[config.mk]
export PLATFORM = sky130hd
export DESIGN_NAME = pso_div
export DESIGN_NICKNAME = d
export VERILOG_FILES = /design/src/sv/pso_pkg.sv /design/src/sv/pso_div.sv
export SDC_FILE = /design/constraint.sdc
export NUM_CORES = 1
export LEC_CHECK = 0
export BUFFER_PORTS_ARGS = -buffer_cell sky130_fd_sc_hd__clkbuf_2
export CAP_MARGIN = 20
export CELL_PAD_IN_SITES_DETAIL_PLACEMENT = 2
export CELL_PAD_IN_SITES_GLOBAL_PLACEMENT = 2
export CORE_MARGIN = 2
export CORE_UTILIZATION = 36
export DETAILED_ROUTE_END_ITERATION = 12
export GPL_ROUTABILITY_DRIVEN = 0
export PLACE_DENSITY = 0.92
export SLEW_MARGIN = 20
export SYNTH_ARGS = -nofsm -noshare
export SYNTH_HDL_FRONTEND = slang
export SYNTH_SLANG_ARGS = --single-unit
[constraint.sdc]
create_clock -name clk_i -period 3.8 [get_ports clk_i]
set_input_delay 0.95 -clock clk_i [delete_from_list [all_inputs] [get_ports clk_i]]
set_output_delay 0.95 -clock clk_i [all_outputs]
set_load 0.02 [all_outputs]
[src/sv/pso_pkg.sv]
`timescale 1ns / 1ps
// Package for the pulse speed odometer: widths, reset values, codes,
// sequencer states and the request/response types of the shared divider.
// No dependencies.
package pso_pkg;

  localparam int unsigned COEF_W     = 24;
  localparam int unsigned TICK_W     = 16;
  localparam int unsigned MILE_W     = 32;
  localparam int unsigned PEND_W     = 32;
  localparam int unsigned SPEED_W    = 8;
  localparam int unsigned JUMP_W     = 7;
  localparam int unsigned MODE_W     = 2;
  localparam int unsigned CFG_IDX_W  = 2;
  localparam int unsigned CFG_DATA_W = 24;
  localparam int unsigned PROD_W     = TICK_W + COEF_W;
  localparam int unsigned DIV_W      = PROD_W + 1;
  localparam int unsigned DIV_CNT_W  = $clog2(DIV_W + 1);

  localparam int unsigned RING_DEPTH_DEF = 5;

  localparam logic [COEF_W-1:0]  COEF_RST      = COEF_W'(7200);
  localparam logic [TICK_W-1:0]  MIN_TICKS_RST = TICK_W'(39);
  localparam logic [DIV_W-1:0]   SPEED_NUM     = DIV_W'(144000000);
  localparam logic [SPEED_W-1:0] SPEED_MAX     = SPEED_W'(255);
  localparam logic [SPEED_W-1:0] JUMP_DELTA    = SPEED_W'(50);
  localparam logic [JUMP_W-1:0]  JUMP_LIMIT    = JUMP_W'(100);
  localparam int unsigned        MILE_SCALE    = 100;
  localparam int unsigned        COEF_DIV      = 50;

  typedef enum logic [MODE_W-1:0] {
    MODE_PULSE   = 2'd0,
    MODE_TIMEOUT = 2'd1,
    MODE_LOAD    = 2'd2
  } mode_e;

  typedef enum logic [CFG_IDX_W-1:0] {
    CFG_COEF      = 2'd0,
    CFG_MIN_TICKS = 2'd1,
    CFG_AVG_EN    = 2'd2,
    CFG_GLITCH_EN = 2'd3
  } cfg_idx_e;

  typedef enum logic [3:0] {
    S_IDLE,
    S_MIL_CHK,
    S_MIL_DIV,
    S_GAP,
    S_RING,
    S_AVG,
    S_AVG_DIV,
    S_GAP_CHK,
    S_SPD,
    S_SPD_DIV,
    S_SHOW,
    S_OUT
  } state_e;

  typedef logic [DIV_W-1:0] div_word_t;

  typedef struct packed {
    logic      start;
    div_word_t num;
    div_word_t den;
  } div_req_t;

  typedef struct packed {
    logic      busy;
    logic      done;
    div_word_t quot;
  } div_rsp_t;

endpackage

[src/sv/pso_div.sv]
`timescale 1ns / 1ps
// Shared restoring divider, one quotient bit per cycle.
// Depends on pso_pkg.
module pso_div import pso_pkg::*; (
  input  logic     clk_i,
  input  logic     rst_ni,
  input  div_req_t req_i,
  output div_rsp_t rsp_o
);

  logic [DIV_W-1:0]     rem_q, rem_d;
  logic [DIV_W-1:0]     quo_q, quo_d;
  logic [DIV_W-1:0]     den_q, den_d;
  logic [DIV_CNT_W-1:0] cnt_q, cnt_d;
  logic                 done_q, done_d;
  logic [DIV_W:0]       rem_sh;
  logic [DIV_W:0]       diff;
  logic                 ge;

  assign rem_sh = {rem_q, quo_q[DIV_W-1]};
  assign diff   = rem_sh - {1'b0, den_q};
  assign ge     = rem_sh >= {1'b0, den_q};

  always_comb begin
    rem_d  = rem_q;
    quo_d  = quo_q;
    den_d  = den_q;
    cnt_d  = cnt_q;
    done_d = 1'b0;
    if (req_i.start) begin
      rem_d = '0;
      quo_d = req_i.num;
      den_d = req_i.den;
      cnt_d = DIV_CNT_W'(DIV_W);
    end else if (cnt_q != '0) begin
      rem_d  = ge ? diff[DIV_W-1:0] : rem_sh[DIV_W-1:0];
      quo_d  = {quo_q[DIV_W-2:0], ge};
      cnt_d  = cnt_q - 1'b1;
      done_d = (cnt_q == DIV_CNT_W'(1));
    end
  end

  always_ff @(posedge clk_i or negedge rst_ni) begin
    if (!rst_ni) begin
      cnt_q  <= '0;
      done_q <= 1'b0;
    end else begin
      cnt_q  <= cnt_d;
      done_q <= done_d;
    end
  end

  always_ff @(posedge clk_i) begin
    rem_q <= rem_d;
    quo_q <= quo_d;
    den_q <= den_d;
  end

  assign rsp_o.busy = (cnt_q != '0);
  assign rsp_o.done = done_q;
  assign rsp_o.quot = quo_q;

endmodule

* Word-level counts from Yosys, hierarchy flattened
Cells that the tools add are included.
Storage, ports and cells: register bits after elaboration 130, bits of input ports 85, output and inout bits 43, word-level logic and storage cells 18
Operators by class: $add $sub $neg 2, $lt $le $gt $ge 1, equal/unequal tests 1, multiplexer cells 7, reductions and logical operators 2
Operators by type and width (number):
- two-way mux 41 bit | 3
- greater-or-equal comparator 42 x 41 -> 1 bit | 1
- subtractor 41 bit | 1
- two-way mux 6 bit | 2
- equality test 6 x 1 -> 1 bit (second input constant) | 1
- nonzero test 6 bit | 1
- subtractor 6 x 1 -> 6 bit (second input constant) | 1
- two-way mux 1 bit | 2
- nonzero test 2 bit | 1

* Depth between registers and ports, before layout
depth after elaboration 3, depth in mapped cells 16, mapped depth without buffers 14

* Least setup slack after synthesis
OpenSTA, ideal clock, no wires.
path kind reg-to-reg, start point register quo_q[40], end point register rem_q[38], setup time 0.086 ns, arrival 3.061 ns, path slack 0.653 ns, cell stages (with the launch flop) 15, clock period less this slack 3.147 ns, cells stage by stage edfxtp_1 > inv_1 > ha_1 > inv_1 > fa_1 > a21o_1 > a221o_1 > nand2_2 > a21oi_2 > o21ai_2 > and4_4 > nor2_4 > and3_1 > or4_1 > a211oi_1
Between the ends: cells in the longest elaborated chain, start to end 2
RTL lines:
- start, declared | line pso_div.sv:12 | logic [DIV_W-1:0] quo_q, quo_d;
- start signal, assigned | line pso_div.sv:55 | quo_q <= quo_d;
- subtractor 41 bit or greater-or-equal comparator 42 x 41 -> 1 bit (tied branches) | line pso_div.sv:21, pso_div.sv:22
- two-way mux 41 bit (*) | line pso_div.sv:36 | rem_d = ge ? diff[DIV_W-1:0] : rem_sh[DIV_W-1:0];
- end signal, assigned | line pso_div.sv:54 | rem_q <= rem_d;
- end, declared | line pso_div.sv:11 | logic [DIV_W-1:0] rem_q, rem_d;
Every way passes the cells marked *; elsewhere a longest branch is shown, timed or not. A chain may end at the register's enable or synchronous reset.

* Worst setup path after layout
start point register quo_q[40], end point register rem_q[4]
The elaborated chain is that of the path after synthesis.

==> flow_summary.ini <==
[synthesis]
synth_seq_cells = 130
synth_compound_area_frac = 0.160
synth-edff-count = 82
yosysWarnings = 0
syn_inst = 779
synthTopCellsByArea = edfxtp_1 (32%), dfxtp_1 (11%), ha_1 (7.0%)
synth.avg_cell_area_sq_um = 9.83
synthArstFlopShare = 0.0538
synth_xor_area_frac = 0.0423
yosys.area.top_type = edfxtp_1
synth-adder-area-share = 0.0729
ys.flop_type = edfxtp_1
ys_types = 67
yosys.area_share.simple = 0.146
synth_top_family_by_area = compound AO/OA/AOI/OAI gates
synth_area_sq_um = 7650
ys_seq_area_frac = 0.452
syn_nets = 908
synth_top_area_frac = 0.322
synthMuxAreaShare = 0.0760

[place]
dp_hpwl_mm = 17.3
placed_area_sq_um = 8530
dp.cells = 1144
port_buffers = 127

[global_routing]
overflow = 0
grt_max_degree = 132
grt_pass1_vias = 7275
antenna_found_initial = 0
grt_pass1_wl_mm = 39.7
grtUsageTotal = 0.231

[detailed_routing]
drt_iter0_drc = 277
highest_layer = met4
wl_met2_mm = 12.6
drc = 0
wl_per_cell_microns = 21.2
firstDrtPassIters = 4
routed_via_density = 5.50
met1_length_mm = 10.6
wirelength_mm = 25.0
dr_wl_met3_mm = 1.21
vias = 6470
drtAntennaViolNets = 0

[clock_network]
cts_setup_buffers = 0
cts-root-buf = clkbuf_16
post_cts_resized = 0
cts_buffers = 17
h-tree-depth = 4
cts_tree = built
cts_hold_buf = 0
clkTransAtPathRegs_ns = 0.07
clock_path_buffers = 2
clock_sinks = 130
clock_latency_ns = 0.45

[timing]
tns_ns = 0
min_period_ns = 3.55
period_share = 0.935
slew_viol_final = 0
slew_headroom = 0.283
setup_viol = 0
finalHoldViolCount = 0
worst_pin_slew_ns = 1.08
grt_setup_unrepaired = false
skew_ns = 0.0159
fmax_mhz = 281

[power]
peakVddDrop_v = 0.000322
finalPower_uw = 6560
leakagePower_uw = 0.00401
powerDensity_nw_per_um2 = 718

[critical_path]
path_max_fanout = 17
critPathRequiredTime_ns = 4.09
criticalPathCategory = reg -> reg
cp.arrival_ns = 3.85
start_kind = flip-flop
worstSetupEndpointType = flip-flop

[layout]
syn2layout_area_growth_pct = 19.3
final_common_cell = clkbuf_2
n_antenna_cell = 0
fin_nets = 1017
drive_gt1_frac = 0.245
final_cells = 1176
final_cell_mix = clkbuf_2 (126), nor2_1 (90), edfxtp_1 (82), a21oi_1 (55), inv_1 (53)
design_area_sq_um = 9140

[worst_hold_path]
hold_class = in -> async

[floorplanning]
num_rows = 53
floorplan.initialDensity = 0.365
die-area_sq_um = 22400
core_area_sq_um = 21000
die_w_microns = 150
die-height_microns = 150
io_pins = 128

[run_status]
status = completed

[run]
drv_cap = 0
## routing by layer
metal	up-vias	track usage
li1	3057	-
met1	3194	0.270
met2	173	0.409
met3	46	0.0591
met4	0	0.0797
met5	-	0
## path summary, 6_finish.rpt
kind	startpoint	end	slack, ns	cells after the start
hold reg to reg	rem_q[35]	rem_q[35]	0.52	2
min in group clk_i	rem_q[35]	rem_q[35]	0.52	2
setup reg to reg	quo_q[40]	rem_q[4]	0.25	14
hold / removal	rst_ni	cnt_q[0]	0.35	1
max in group asynchronous	rst_ni	cnt_q[2]	3.27	1
setup / recovery	quo_q[40]	rem_q[4]	0.25	14
## cells by family (layout without fill, tap and decap cells)
| kind of cell | after synthesis | after routing |
|---|---|---|
| compound gates | 186 | 186 |
| xor+xnor | 37 | 37 |
| fa+ha+maj | 44 | 44 |
| buf+inv | 97 | 219 |
| flops | 130 | 130 |
| mux | 53 | 53 |
| simple gates | 232 | 232 |
## cell type report
| type | count | area, sq um |
|---|---|---|
| Clock buffer | 17 | 425 |
| Timing Repair Buffer | 134 | 716 |
| Sequential cell | 130 | 3460 |
| Multi-Input combinational cell | 552 | 3810 |
| Tap cell | 275 | 344 |
| Inverter | 53 | 199 |
| Clock inverter | 15 | 181 |
| Fill cell | 2291 | 11800 |
## synth_stat cells, drive strengths merged (8+ instances only)
cell / count
o21ai: 30
nor2: 91
a211oi: 36
nand4: 13
xor2: 14
dfxtp: 41
mux2: 41
inv: 53
mux2i: 12
xnor2: 23
ha: 43
nand2: 46
clkbuf: 31
a21o: 14
a21oi: 57
and3: 8
nor3: 29
nand2b: 10
edfxtp: 82
buf: 13
## registers in the layout, indices dropped and copies added, names as in the netlist
name	flops
quo_q	41
rem_q	41
den_q	41
cnt_q	6
done_q	1
## per-stage QoR
step / hold slack (ns) / utilization / worst slack [ns]
floorplan: 0.449 / - / 0.653
global placement: 0.475 / 0.407 / 0.500
detailed placement: 0.513 / 0.407 / 0.339
CTS: 0.334 / 0.436 / 0.257
global route: 0.345 / 0.436 / 0.0125
finish: 0.352 / 0.436 / 0.245
## power by group
group          total [uW]  internal [uW]  switching (uW)
clock network        1730            948             787
registers            2010           1780             222
logic                2820           1100            1720
total                6560           3830            2720
## critical path, cell delays in order (launching register included)
cell and delay (ns):
edfxtp_1 0.42, inv_1 0.08, ha_1 0.15, inv_1 0.06, fa_1 0.41, a21o_1 0.22
a221o_1 0.43, nand2_2 0.14, a21oi_2 0.09, o2111ai_1 0.20, and3b_2 0.44, buf_4 0.29
nor2_1 0.08, a211oi_1 0.30, nor3_1 0.09
Note: power is estimated with default switching activity, not from simulation.
